===== src/qedr_pkg.sv =====
// ----------------------------------------------------------------------------
// qedr_pkg: shared definitions for the quadrature encoder delta reporter
// Holds the accumulator width, the register reset value, the sample type and
// the helper functions used for decoding and saturation.
// ----------------------------------------------------------------------------
`default_nettype none

package qedr_pkg;

  // Width of the signed step accumulator (legal range 4 to 32).
  localparam int SUM_WIDTH = 16;

  // Widths fixed by the interface.
  localparam int INTERVAL_WIDTH = 10;
  localparam int DELTA_WIDTH    = 16;

  // Reset value of the flush interval register, in milliseconds.
  localparam logic [INTERVAL_WIDTH-1:0] FLUSH_RESET = INTERVAL_WIDTH'(20);

  // Limits of the accumulator and of the reported delta.
  localparam int SUM_MAX   = (2 ** (SUM_WIDTH - 1)) - 1;
  localparam int SUM_MIN   = -(2 ** (SUM_WIDTH - 1));
  localparam int DELTA_MAX = (2 ** (DELTA_WIDTH - 1)) - 1;
  localparam int DELTA_MIN = -(2 ** (DELTA_WIDTH - 1));

  // Step direction for one phase transition.
  typedef enum logic [1:0] {
    STEP_NONE = 2'b00,
    STEP_UP   = 2'b01,
    STEP_DOWN = 2'b10
  } step_t;

  // One registered poll of the encoder pins.
  typedef struct packed {
    logic [1:0] phase;  // {A, B}
    logic       tick;
  } sample_t;

  // Result of one pass through the tracker.
  typedef struct packed {
    logic                         emit;
    logic signed [DELTA_WIDTH-1:0] delta;
  } report_t;

  // Gray-code transition decoder, x4 resolution. Double-bit jumps count as
  // no movement.
  function automatic step_t decode_step(input logic [1:0] from, input logic [1:0] to);
    step_t dir;
    dir = STEP_NONE;
    case ({from, to})
      4'b0001, 4'b0111, 4'b1110, 4'b1000: dir = STEP_UP;
      4'b0010, 4'b0100, 4'b1101, 4'b1011: dir = STEP_DOWN;
      default:                            dir = STEP_NONE;
    endcase
    return dir;
  endfunction

  // Clamp the accumulator to the range of the output field.
  function automatic logic signed [DELTA_WIDTH-1:0] clamp_delta(
      input logic signed [SUM_WIDTH-1:0] sum);
    int s;
    s = int'(sum);
    if (s > DELTA_MAX) begin
      s = DELTA_MAX;
    end
    if (s < DELTA_MIN) begin
      s = DELTA_MIN;
    end
    return DELTA_WIDTH'(s);
  endfunction

endpackage

`default_nettype wire


===== src/quadrature_encoder_delta_reporter.sv =====
// ----------------------------------------------------------------------------
// quadrature_encoder_delta_reporter: x4 quadrature decoder with timed reports
// Accumulates encoder steps from polled A/B levels and reports the net count
// once per flush interval of millisecond ticks, when it is nonzero.
// ----------------------------------------------------------------------------
// Each input transaction is one poll of the A and B pins plus a flag that one
// millisecond has passed. The block decodes the Gray-code transition against
// the previous poll (+1, -1, or 0 for no change or a double-bit jump), adds it
// to a saturating signed accumulator, and counts ticks. When the tick count
// reaches flush_interval it restarts, and a nonzero accumulator is sent out as
// one delta transaction and cleared. The first poll after reset only captures
// the phase; its tick is still counted. A flush_interval of 0 behaves as 1.
// Timing: a poll is registered at acceptance and processed in the following
// cycle, when its delta (if any) is loaded into the output register, unless
// that register holds a delta that is not taken in that cycle. One poll is
// taken every cycle while in_ready is high; in_ready drops only while the
// output register holds a delta that is not yet taken and the input register
// is also full. The configuration channel is always ready and must be
// written only while idle.
// ----------------------------------------------------------------------------
`default_nettype none

module quadrature_encoder_delta_reporter (
  input  wire logic                                 clk,
  input  wire logic                                 rst,
  // Poll channel
  input  wire logic                                 in_valid,
  output logic                                      in_ready,
  input  wire logic                                 phase_a,
  input  wire logic                                 phase_b,
  input  wire logic                                 tick,
  // Report channel
  output logic                                      out_valid,
  input  wire logic                                 out_ready,
  output logic signed [qedr_pkg::DELTA_WIDTH-1:0]   delta,
  // Configuration channel
  input  wire logic                                 cfg_valid,
  output logic                                      cfg_ready,
  input  wire logic [qedr_pkg::INTERVAL_WIDTH-1:0]  flush_interval
);

  logic [qedr_pkg::INTERVAL_WIDTH-1:0] interval;
  qedr_pkg::sample_t                   sample;
  logic                                in_full;
  logic                                advance;
  qedr_pkg::report_t                   report;

  assign cfg_ready = 1'b1;

  always_ff @(posedge clk) begin
    if (rst) begin
      interval <= qedr_pkg::FLUSH_RESET;
    end else if (cfg_valid) begin
      interval <= flush_interval;
    end
  end

  // The registered poll moves on whenever the output register is free or is
  // being emptied in this same cycle.
  assign advance  = in_full && (!out_valid || out_ready);
  assign in_ready = !in_full || advance;

  always_ff @(posedge clk) begin
    if (rst) begin
      in_full <= 1'b0;
    end else if (in_valid && in_ready) begin
      in_full <= 1'b1;
    end else if (advance) begin
      in_full <= 1'b0;
    end
  end

  always_ff @(posedge clk) begin
    if (in_valid && in_ready) begin
      sample.phase <= {phase_a, phase_b};
      sample.tick  <= tick;
    end
  end

  qedr_tracker u_tracker (
    .clk            (clk),
    .rst            (rst),
    .advance        (advance),
    .sample         (sample),
    .flush_interval (interval),
    .report         (report)
  );

  // Output register: loaded on every advance, holding a transaction only
  // when the processed poll produced a report.
  always_ff @(posedge clk) begin
    if (rst) begin
      out_valid <= 1'b0;
    end else if (advance) begin
      out_valid <= report.emit;
    end else if (out_ready) begin
      out_valid <= 1'b0;
    end
  end

  always_ff @(posedge clk) begin
    if (advance && report.emit) begin
      delta <= report.delta;
    end
  end

endmodule

`default_nettype wire


===== src/qedr_tracker.sv =====
// ----------------------------------------------------------------------------
// qedr_tracker: phase decoder, step accumulator and flush timer
// Updates the encoder state for one registered sample per advance strobe and
// returns the report that the sample causes.
// ----------------------------------------------------------------------------
`default_nettype none

module qedr_tracker (
  input  wire logic                                  clk,
  input  wire logic                                  rst,
  input  wire logic                                  advance,
  input  wire qedr_pkg::sample_t                     sample,
  input  wire logic [qedr_pkg::INTERVAL_WIDTH-1:0]   flush_interval,
  output qedr_pkg::report_t                          report
);

  logic [1:0]                               prev_phase;
  logic                                     primed;
  logic signed [qedr_pkg::SUM_WIDTH-1:0]    step_sum;
  logic [qedr_pkg::INTERVAL_WIDTH-1:0]      tick_count;

  logic signed [qedr_pkg::SUM_WIDTH-1:0]    step_sum_next;
  logic [qedr_pkg::INTERVAL_WIDTH-1:0]      tick_count_next;
  logic signed [qedr_pkg::SUM_WIDTH-1:0]    acc;
  logic signed [qedr_pkg::SUM_WIDTH:0]      acc_wide;
  logic [qedr_pkg::INTERVAL_WIDTH:0]        count_inc;
  qedr_pkg::step_t                          dir;
  logic                                     flush;

  always_comb begin
    dir      = qedr_pkg::decode_step(prev_phase, sample.phase);
    acc_wide = {step_sum[qedr_pkg::SUM_WIDTH-1], step_sum};
    if (primed) begin
      case (dir)
        qedr_pkg::STEP_UP:   acc_wide = acc_wide + (qedr_pkg::SUM_WIDTH+1)'(1);
        qedr_pkg::STEP_DOWN: acc_wide = acc_wide - (qedr_pkg::SUM_WIDTH+1)'(1);
        default:             acc_wide = acc_wide;
      endcase
    end
    // A single step can leave the range by one at most, so the two top bits
    // show the overflow direction.
    if (acc_wide[qedr_pkg::SUM_WIDTH] != acc_wide[qedr_pkg::SUM_WIDTH-1]) begin
      acc = acc_wide[qedr_pkg::SUM_WIDTH] ? qedr_pkg::SUM_WIDTH'(qedr_pkg::SUM_MIN)
                                          : qedr_pkg::SUM_WIDTH'(qedr_pkg::SUM_MAX);
    end else begin
      acc = acc_wide[qedr_pkg::SUM_WIDTH-1:0];
    end

    count_inc = {1'b0, tick_count} + (qedr_pkg::INTERVAL_WIDTH+1)'(1);
    flush     = sample.tick && (count_inc >= {1'b0, flush_interval});

    report.emit  = flush && (acc != '0);
    report.delta = qedr_pkg::clamp_delta(acc);

    step_sum_next   = flush ? '0 : acc;
    tick_count_next = tick_count;
    if (sample.tick) begin
      tick_count_next = flush ? '0 : count_inc[qedr_pkg::INTERVAL_WIDTH-1:0];
    end
  end

  always_ff @(posedge clk) begin
    if (rst) begin
      prev_phase <= '0;
      primed     <= 1'b0;
      step_sum   <= '0;
      tick_count <= '0;
    end else if (advance) begin
      prev_phase <= sample.phase;
      primed     <= 1'b1;
      step_sum   <= step_sum_next;
      tick_count <= tick_count_next;
    end
  end

endmodule

`default_nettype wire


===== config.mk =====
export PLATFORM = sky130hd
export DESIGN_NAME = quadrature_encoder_delta_reporter
export DESIGN_NICKNAME = d
export VERILOG_FILES = /design/src/qedr_pkg.sv /design/src/quadrature_encoder_delta_reporter.sv /design/src/qedr_tracker.sv
export SDC_FILE = /design/constraint.sdc
export NUM_CORES = 1
export LEC_CHECK = 0
export ABC_AREA = 1
export BUFFER_PORTS_ARGS = -buffer_cell sky130_fd_sc_hd__buf_2
export CAP_MARGIN = 30
export CORE_MARGIN = 1.5
export CORE_UTILIZATION = 40
export DETAILED_ROUTE_END_ITERATION = 10
export GPL_TIMING_DRIVEN = 0
export HOLD_SLACK_MARGIN = 0.06
export SYNTH_ARGS = -nofsm -noshare
export SYNTH_HDL_FRONTEND = slang
export SYNTH_SLANG_ARGS = --single-unit

===== constraint.sdc =====
create_clock -name clk -period 5.2 [get_ports clk]
set_input_delay 1.04 -clock clk [delete_from_list [all_inputs] [get_ports clk]]
set_output_delay 1.04 -clock clk [all_outputs]
set_load 0.005 [all_outputs]

==> results.sh, run 1 <==
export IMPL_status="finished clean"
export IMPL_setup_viol=0
export IMPL_layout_commonest_cell="nand2_1"
export IMPL_wl_per_cell_um=13.0
export IMPL_drive_gt1_frac=0.149
export IMPL_tns_ps=0
export IMPL_synth_area_leaders="dfxtp_1 21%, nand2_1 19%, edfxtp_1 14%, inv_1 7.2%, a21oi_1 7.0%"
export IMPL_async_flop_share=0
export IMPL_hp_start="interval[6]"
export IMPL_yosysSeqAreaShare=0.349
export IMPL_p_per_area_mw_per_mm2=256
export IMPL_critical_path_max_fanout=16
export IMPL_clock_latency_ps=330
export IMPL_dr_first_iter_drc_count=138
export IMPL_pin_count=37
export IMPL_vdd_drop_max_mv=0.149
export IMPL_io_buffers=35
export IMPL_cellLeakagePower_nw=2.24
export IMPL_hold_path_cell_count=2
export IMPL_grt_ovfl_total=0
export IMPL_cp_data_arrival_time_ps=4110
export IMPL_ys_types=39
export IMPL_antenna_cells=0
export IMPL_gp_congestion=0.939
export IMPL_synth_edf_count=19
export IMPL_grt_first_pass_wirelength_um=16800
export IMPL_r2r_start="sample[1]"
export IMPL_die_x_um=103
export IMPL_syn2layout_area_growth_pct=13.4
export IMPL_cp_start_kind="register"
export IMPL_cp_startpoint="sample[1]"
export IMPL_synth_top_area_share=0.206
export IMPL_cap_violations=0
export IMPL_avgSynthCellArea_sq_um=6.65
export IMPL_antenna_found_initial=0
export IMPL_ant_nets=0
export IMPL_rrSetupSlack_ps=1060
export IMPL_ctsHoldBuffers=0
export IMPL_fin_crit_sh=0.797
export IMPL_grt_max_degree=17
export IMPL_synth_net_count=633
export IMPL_routed_wl_um=10200
export IMPL_rsz0062_at_grt="false"
export IMPL_num_vias=3872
export IMPL_drv_slew=0
export IMPL_final_cell_mix="197 x nand2_1, 76 x inv_1, 56 x a21oi_1, 41 x dfxtp_1, 39 x nor2_1"
export IMPL_ff2ff_path_depth=27
export IMPL_postCtsSetupBuffers=0
export IMPL_cp_end_kind="register"
export IMPL_whs_endpoint="interval[6]"
export IMPL_grt_usage=0.208
export IMPL_clk_root_buffer_cell="clkbuf_8"
export IMPL_start_util=0.410
export IMPL_h_tree_depth=3
export IMPL_crit_required_ps=5170
export IMPL_finClkSkew_ps=7.01
export IMPL_critPathKind="register to register"
export IMPL_synthCells=600
export IMPL_drc_errors=0
export IMPL_synth_largest_area_cell="dfxtp_1"
export IMPL_yosys_register_bits=60
export IMPL_path_clk_slew_ps=70
export IMPL_nNetsFinal=679
export IMPL_dpl_cell_area_sq_mm=0.00433
export IMPL_hpwl_um=8000
export IMPL_cts_sinks=60
export IMPL_cts_made_buffers=9
export IMPL_final_cell_area_sq_mm=0.00452
export IMPL_synth_ff_type="dfxtp_1"
export IMPL_dieArea_sq_mm=0.0106
export IMPL_cts_resized=0
export IMPL_synth_warning_count=0
export IMPL_cts_tree="done"
export IMPL_grt_pass1_vias=3684
export IMPL_hold_viol_final=0
export IMPL_hp_class="register to register"
export IMPL_min_period_ps=4140
export IMPL_via_per_inst=4.94
export IMPL_core_area_sq_mm=0.00973
export IMPL_die_h_um=103
export IMPL_drtPass1Iterations=5
export IMPL_fmaxAchievable_ghz=0.241
export IMPL_max_slew_margin_rel=0.517
export IMPL_cts_buffer_depth=2
export IMPL_num_rows=36
export IMPL_r2r_end="delta[15]"
export IMPL_worst_pin_slew_ps=722
export IMPL_syn_area_sq_mm=0.00399
## power breakdown
part           leakage [nW]  switching (mW)  total (mW)  internal [mW]
Clock                0.0967           0.182       0.413          0.231
Sequential            0.529         0.00889       0.507          0.498
Combinational          1.61           0.160       0.236         0.0764
## how the worst max path moves through the flow
stage	cells past startpoint	slack [ps]	end
4_1_cts	27	1020	delta[15]
2_1_floorplan	28	1780	delta[0]
3_3_place_gp	27	1150	delta[15]
6_report	27	1060	delta[15]
3_5_place_dp	27	1050	delta[13]
5_1_grt	25	650	delta[15]
## sequential cells by signal, indices dropped and copies added (netlist names)
register              count
delta                    16
u_tracker.step_sum       16
interval                 10
u_tracker.tick_count     10
sample                    3
u_tracker.prev_phase      2
in_full                   1
out_valid                 1
u_tracker.primed          1
## per-layer routing
layer,global-route usage,share of wire,up-vias
li1,-,-,1996
met1,0.261,0.46,1750
met2,0.342,0.45,101
met3,0.0447,0.048,25
met4,0.0998,0.034,0
met5,0,0,-
## worst max-delay path: stages, from the launching register on
cell and delay, ps:
edfxtp_1 400, xor2_1 180, nor2_1 140, ha_1 210, buf_4 190, buf_4 210, nand2_1 90, nand2_1 100
inv_1 50, ha_1 180, inv_1 50, nand2_1 80, nand3_1 100, nand2_1 140, nand2_1 110, nand2_2 90
nand2_2 90, nand2_2 60, nand2_2 70, nand2_2 70, nand3_4 100, buf_6 150, nand3_1 90, nand3_1 80
nor2_1 50, nand2_1 110, o21ai_2 80, inv_1 490
## cells in the mapped netlist, types with 2 or more instances
cell      count
o21ai_0      27
nand3_2       2
xnor2_1       4
buf_6         3
nand3_1      37
clkbuf_1     11
nand2_2      15
o21ai_2       2
o21bai_1      3
nor2_2        7
buf_2         2
nor2_4        3
dfxtp_1      41
o22ai_1       3
xor2_1        9
inv_2         7
edfxtp_1     19
a21oi_1      56
nor2_1       39
nand2_1     197
inv_1        76
ha_1         15
nand4_1       4
buf_4         3
## cells by family after synthesis
logic type	after synthesis	share of synthesized area
AOI/OAI and AO/OA	96	0.128
xor gates and xnor gates	14	0.0326
adders and majority gates	15	0.0471
buffers and inverters	103	0.106
DFF	60	0.349
other	1	0.000940
and+or+nand+nor	311	0.337
## final cells by class
class,count,area [sq um]
fill,1041,5210
clock buffer,11,141
timing repair buffer,35,175
sequential,60,1390
buffer,19,108
inverter,84,315
clock inverter,5,51.3
multi-input combinational,437,2170
tap,133,166
## metrics by stage
stage	std cells	power, mW	setup WS [ps]	utilization	hold WS (ps)
3_3_place_gp	768	0.750	1150	0.445	456
3_5_place_dp	768	0.752	1050	0.445	464
5_1_grt	784	1.22	646	0.465	488
4_1_cts	784	1.17	1020	0.465	473
6_report	784	1.16	1060	0.465	465
2_1_floorplan	600	0.688	1780	-	435
Power figures use the tool's default switching activity.
==> run 2, diff against run 1 <==
clock period = 3.54 ns   (was 5.2 ns; I/O delays follow)
==> run 2 against run 1 <==
Effect of this change:
- the flow now finishes with violations (setup timing)
- register-to-register slack lost 1300 ps
- clock skew grew 1.5 ps
- worst hold slack gained 1.6 ps
- utilization grew 9.0 points
- setup slack lost 1300 ps
- sequential power grew 48%
- global-route usage grew 2.0 points
- final area grew 19%
- wire length grew 15%
- critical path depth shrank 4
- critical endpoint is now delta[4]
==> results.sh, run 2 (synthesis gave the netlist of run 1 again) <==
export IMPL_h_tree_depth=3
export IMPL_grt_first_pass_wirelength_um=18400
export IMPL_worst_slack_ps=-274
export IMPL_die_h_um=103
export IMPL_grt_ovfl_total=0
export IMPL_max_slew_margin_rel=0.637
export IMPL_io_buffers=35
export IMPL_grt_pass1_vias=4031
export IMPL_place_ws_ps=-606
export IMPL_regArea_sq_mm=0.00139
export IMPL_reg_top3="delta: 16 flops, u_tracker.step_sum: 16 flops"
export IMPL_min_period_ps=3810
export IMPL_clock_latency_ps=340
export IMPL_critical_path_max_fanout=6
export IMPL_core_area_sq_mm=0.00973
export IMPL_multi_input_area_sq_mm=0.00248
export IMPL_nNetsFinal=739
export IMPL_grt_usage=0.229
export IMPL_clock_power_share=0.321
export IMPL_layout_commonest_cell="nand2_1"
export IMPL_num_vias=4243
export IMPL_pwr_share_seq=0.394
export IMPL_dieArea_sq_mm=0.0106
export IMPL_met3_usage=0.0508
export IMPL_drc_errors=0
export IMPL_ant_nets=0
export IMPL_drtPass1Iterations=4
export IMPL_status="complete, but fails checks"
export IMPL_hpwl_um=8000
export IMPL_gr_usage_met1=0.278
export IMPL_cap_violations=0
export IMPL_cts_buffer_depth=2
export IMPL_crit_required_ps=3640
export IMPL_wl_per_cell_um=13.9
export IMPL_drive_gt1_frac=0.318
export IMPL_setup_viol=16
export IMPL_swShare=0.312
export IMPL_final_cell_mix="164 x nand2_1, 70 x inv_1, 53 x a21oi_1, 51 x buf_4"
export IMPL_num_rows=36
export IMPL_antenna_found_initial=0
export IMPL_dpl_cell_area_sq_mm=0.00433
export IMPL_final_cell_area_sq_mm=0.00540
export IMPL_pin_count=37
export IMPL_cellLeakagePower_nw=2.66
export IMPL_gp_congestion=0.939
export IMPL_die_x_um=103
export IMPL_drv_slew=0
export IMPL_cp_start_kind="register"
export IMPL_fmaxAchievable_ghz=0.262
export IMPL_fin_crit_sh=1.08
export IMPL_grtUsageMet2=0.380
export IMPL_path_clk_slew_ps=70
export IMPL_via_per_inst=5.03
export IMPL_hp_class="register to register"
export IMPL_p_sw_mw=0.592
export IMPL_vdd_drop_max_mv=0.218
export IMPL_routed_wl_um=11800
export IMPL_p_per_area_mw_per_mm2=351
export IMPL_grt_busiest_layer="met2"
export IMPL_syn2layout_area_growth_pct=35.3
export IMPL_worst_pin_slew_ps=544
export IMPL_cts_made_buffers=9
export IMPL_grt_max_degree=14
export IMPL_antenna_cells=0
export IMPL_critPathKind="register to register"
export IMPL_dr_first_iter_drc_count=171
export IMPL_p_int_mw=1.30
export IMPL_start_util=0.410
export IMPL_cp_data_arrival_time_ps=3920
export IMPL_cts_tree="done"
export IMPL_fill_cells=945
export IMPL_rsz0062_at_grt="true"
export IMPL_clk_root_buffer_cell="clkbuf_8"
export IMPL_violations="setup timing"
export IMPL_cts_sinks=60
export IMPL_cp_end_kind="register"
export IMPL_finClkSkew_ps=8.54
export IMPL_hold_viol_final=0
export IMPL_comb_power_share=0.284
[run 2: routing by layer]
layer / share of wire / vias up
met1: 0.45 / 1960
li1: - / 2117
met4: 0.044 / 0
met2: 0.47 / 122
met3: 0.037 / 44
met5: 0 / -
[run 2: area by class of cell]
cell class,instances,share of cell area
repair buffers,95,0.132
clock inverters,5,0.00950
flip-flops and latches,60,0.258
clock buffers,11,0.0262
well taps,133,0.0308
inverters,84,0.0596
multi-input cells,437,0.460
plain buffers,19,0.0246
[run 2: per-stage QoR]
step / setup TNS [ps] / instances / total power, mW / util / hold WS [ps]
after floorplan: 0 / 600 / 1.01 / - / 435
after detailed placement: -9790 / 768 / 1.10 / 0.445 / 464
after global placement: -8150 / 768 / 1.10 / 0.445 / 456
after CTS: -1240 / 828 / 1.84 / 0.523 / 473
after global routing: -8060 / 844 / 1.99 / 0.555 / 488
final: -4150 / 844 / 1.90 / 0.555 / 467
[run 2: power by group through the flow]
| stage | clock network, mW | logic, mW | registers, mW |
|---|---|---|---|
| finish | 0.609 | 0.539 | 0.748 |
| global route | 0.652 | 0.590 | 0.749 |
| CTS | 0.621 | 0.473 | 0.745 |
| detailed placement | 0 | 0.345 | 0.759 |
| global placement | 0 | 0.342 | 0.759 |
| floorplan | 0 | 0.256 | 0.755 |
[run 2: what timing repair did]
action | in CTS | in global routing
cloned | 2 | 1
hold buffers | 0 | 0
gates resized for setup | 56 | 50
setup endpoints to repair | 17 | 43
pin swaps | 19 | 16
setup buffers | 42 | 15
[run 2: path summary, 6_finish.rpt]
kind	startpoint	to	slack (ps)	cells after the start
worst max register to register	sample[2]	delta[4]	-270	23
worst min-delay path	interval[6]	interval[6]	470	2
worst max-delay path	sample[2]	delta[4]	-270	23
worst min register to register	interval[6]	interval[6]	470	2
[run 2: worst max-delay path, cell delays in order, from the launching register on]
cell	delay, ps
edfxtp_1	430
xnor2_2	190
nand2_1	110
ha_2	220
buf_6	140
buf_8	120
buf_12	120
nor2_1	190
nor2_4	90
nand2_2	90
nor2_4	40
buf_4	130
a21oi_4	200
nand3_2	110
nand2_2	100
nand3_4	120
buf_6	170
nand2_2	70
nand3_1	70
nor2_1	120
nand2_1	110
o21ai_4	200
clkinvlp_4	210
clkbuf_16	210
==> run 3, diff against run 2 <==
==> constraint.sdc (replaced) <==
create_clock -name clk -period 4.6 [get_ports clk]
set_input_delay 0.23 -clock clk [delete_from_list [all_inputs] [get_ports clk]]
set_output_delay 0.23 -clock clk [all_outputs]
set_load 0.005 [all_outputs]
==> run 3 against run 2 <==
Effect of this change:
- the run now ends clean
- largest cell class unchanged
- first-iteration DRC count down 6.4%
- die area unchanged
- register-to-register slack better by 750 ps
- combinational power is 50% lower
- highest routed layer unchanged
- utilization decreased by 8.7 points
- global-route usage fell by 2.0 points
- critical path type unchanged
==> results.sh, run 3 (synthesis gave the netlist of run 1 again) <==
export IMPL_status="finished clean"
export IMPL_rsz0062_at_grt="false"
export IMPL_num_rows=36
export IMPL_cpMaxStageDelayCell="inv_1"
export IMPL_place_inst=768
export IMPL_hpwl_um=8000
export IMPL_path_buf_inv=6
export IMPL_worst_pin_slew_ps=720
export IMPL_nNetsFinal=682
export IMPL_dieArea_sq_mm=0.0106
export IMPL_whs_endpoint="interval[2]"
export IMPL_fmaxAchievable_ghz=0.242
export IMPL_drive_gt1_frac=0.148
export IMPL_cts_sinks=60
export IMPL_critical_path_max_fanout=16
export IMPL_ff2ff_path_depth=27
export IMPL_hp_start="flush_interval[2]"
export IMPL_dr_first_iter_drc_count=160
export IMPL_grt_first_pass_wirelength_um=16900
export IMPL_grt_pass1_vias=3711
export IMPL_h_tree_depth=3
export IMPL_grt_ovfl_total=0
export IMPL_tns_ps=0
export IMPL_num_vias=3903
export IMPL_ctsHoldBuffers=3
export IMPL_cts_made_buffers=9
export IMPL_antenna_cells=0
export IMPL_clk_root_buffer_cell="clkbuf_8"
export IMPL_max_slew_margin_rel=0.518
export IMPL_drc_errors=0
export IMPL_hold_path_cell_count=3
export IMPL_gp_congestion=0.939
export IMPL_finalCoreUtilization=0.468
export IMPL_die_x_um=103
export IMPL_stdcell_count=787
export IMPL_vdd_drop_max_mv=0.168
export IMPL_final_cell_mix="197 x nand2_1, 76 x inv_1, 56 x a21oi_1, 41 x dfxtp_1, 39 x nor2_1"
export IMPL_crit_top_cell="nand2_1"
export IMPL_reg_top3="delta: 16 flops, u_tracker.step_sum: 16 flops"
export IMPL_io_buffers=35
export IMPL_crit_required_ps=4560
export IMPL_postCtsSetupBuffers=0
export IMPL_path_clk_slew_ps=70
export IMPL_cp_end_kind="register"
export IMPL_antenna_found_initial=0
export IMPL_cp_data_arrival_time_ps=4090
export IMPL_via_per_inst=4.96
export IMPL_drtPass1Iterations=5
export IMPL_cts_resized=0
export IMPL_rrSetupSlack_ps=470
export IMPL_core_area_sq_mm=0.00973
export IMPL_drv_slew=0
export IMPL_layout_commonest_cell="nand2_1"
export IMPL_min_period_ps=4130
export IMPL_cellLeakagePower_nw=2.25
export IMPL_r2r_end="delta[14]"
export IMPL_cts_tree="done"
export IMPL_routed_wl_um=10200
export IMPL_slowest_delay_ps=490
export IMPL_power_mw=1.31
export IMPL_ant_nets=0
export IMPL_worst_slack_ps=472
export IMPL_hp_class="input pin to register"
export IMPL_critPathKind="register to register"
export IMPL_pin_count=37
export IMPL_start_util=0.410
export IMPL_setup_viol=0
export IMPL_syn2layout_area_growth_pct=14.1
export IMPL_fin_crit_sh=0.897
export IMPL_clock_latency_ps=330
export IMPL_grt_usage=0.209
export IMPL_hold_viol_final=0
export IMPL_place_ws_ps=454
export IMPL_finClkSkew_ps=6.95
export IMPL_cts_buffer_depth=2
export IMPL_r2r_start="sample[1]"
export IMPL_wl_per_cell_um=12.9
export IMPL_p_per_area_mw_per_mm2=287
export IMPL_cap_violations=0
export IMPL_die_h_um=103
export IMPL_crit_family="simple AND/OR/NAND/NOR gates"
export IMPL_cp_start_kind="register"
export IMPL_grt_max_degree=17
==> run 3: worst register-to-register path: stages, from the launching register on <==
cell and delay [ps]:
edfxtp_1 400, xor2_1 180, nor2_1 140, ha_1 210, buf_4 190, buf_4 200, nand2_1 90, nand2_1 100
inv_1 50, ha_1 180, inv_1 50, nand2_1 80, nand3_1 90, nand2_1 140, nand2_1 120, nand2_2 90
nand2_2 90, nand2_2 60, nand2_2 70, nand2_2 70, nand3_4 100, buf_6 150, nand3_1 90, nand3_1 80
nor2_1 50, nand2_1 110, o21ai_2 80, inv_1 490
==> run 3: metal layers <==
metal / routed length, um / vias to the layer above / global-route usage
li1: - / 2003 / -
met5: 0 / - / 0
met4: 347 / 0 / 0.0998
met2: 4640 / 104 / 0.345
met1: 4750 / 1771 / 0.260
met3: 459 / 25 / 0.0447
==> run 3: area by class of cell <==
cell class,instances,area (sq um)
Fill cell,1038,5180
Multi-Input combinational cell,437,2170
Sequential cell,60,1390
Inverter,84,315
Timing Repair Buffer,38,205
Tap cell,133,166
Clock buffer,11,141
Buffer,19,108
Clock inverter,5,51.3
==> run 3: worst max path at each step <==
| stage | end | slack, ps | cells past startpoint | startpoint |
|---|---|---|---|---|
| 6_report | delta[14] | 470 | 27 | sample[1] |
| 5_1_grt | delta[15] | 50 | 25 | sample[1] |
| 4_1_cts | delta[15] | 420 | 27 | sample[1] |
| 3_5_place_dp | delta[13] | 450 | 27 | sample[1] |
| 3_3_place_gp | delta[15] | 550 | 27 | sample[1] |
| 2_1_floorplan | delta[0] | 1180 | 28 | sample[1] |
==> run 3: power by group <==
| group | switching [mW] | leakage (nW) | internal (mW) | total (mW) |
|---|---|---|---|---|
| Combinational | 0.181 | 1.62 | 0.0880 | 0.269 |
| Sequential | 0.00999 | 0.529 | 0.563 | 0.573 |
| Clock | 0.204 | 0.0967 | 0.261 | 0.465 |
| Total | 0.395 | 2.25 | 0.912 | 1.31 |
==> run 3: metrics by stage <==
step           hold slack, ps  area (sq um)
6_report                  115          4550
5_1_grt                   111          4550
4_1_cts                   105          4550
3_5_place_dp              408          4330
3_3_place_gp              407          4330
2_1_floorplan             329          3990
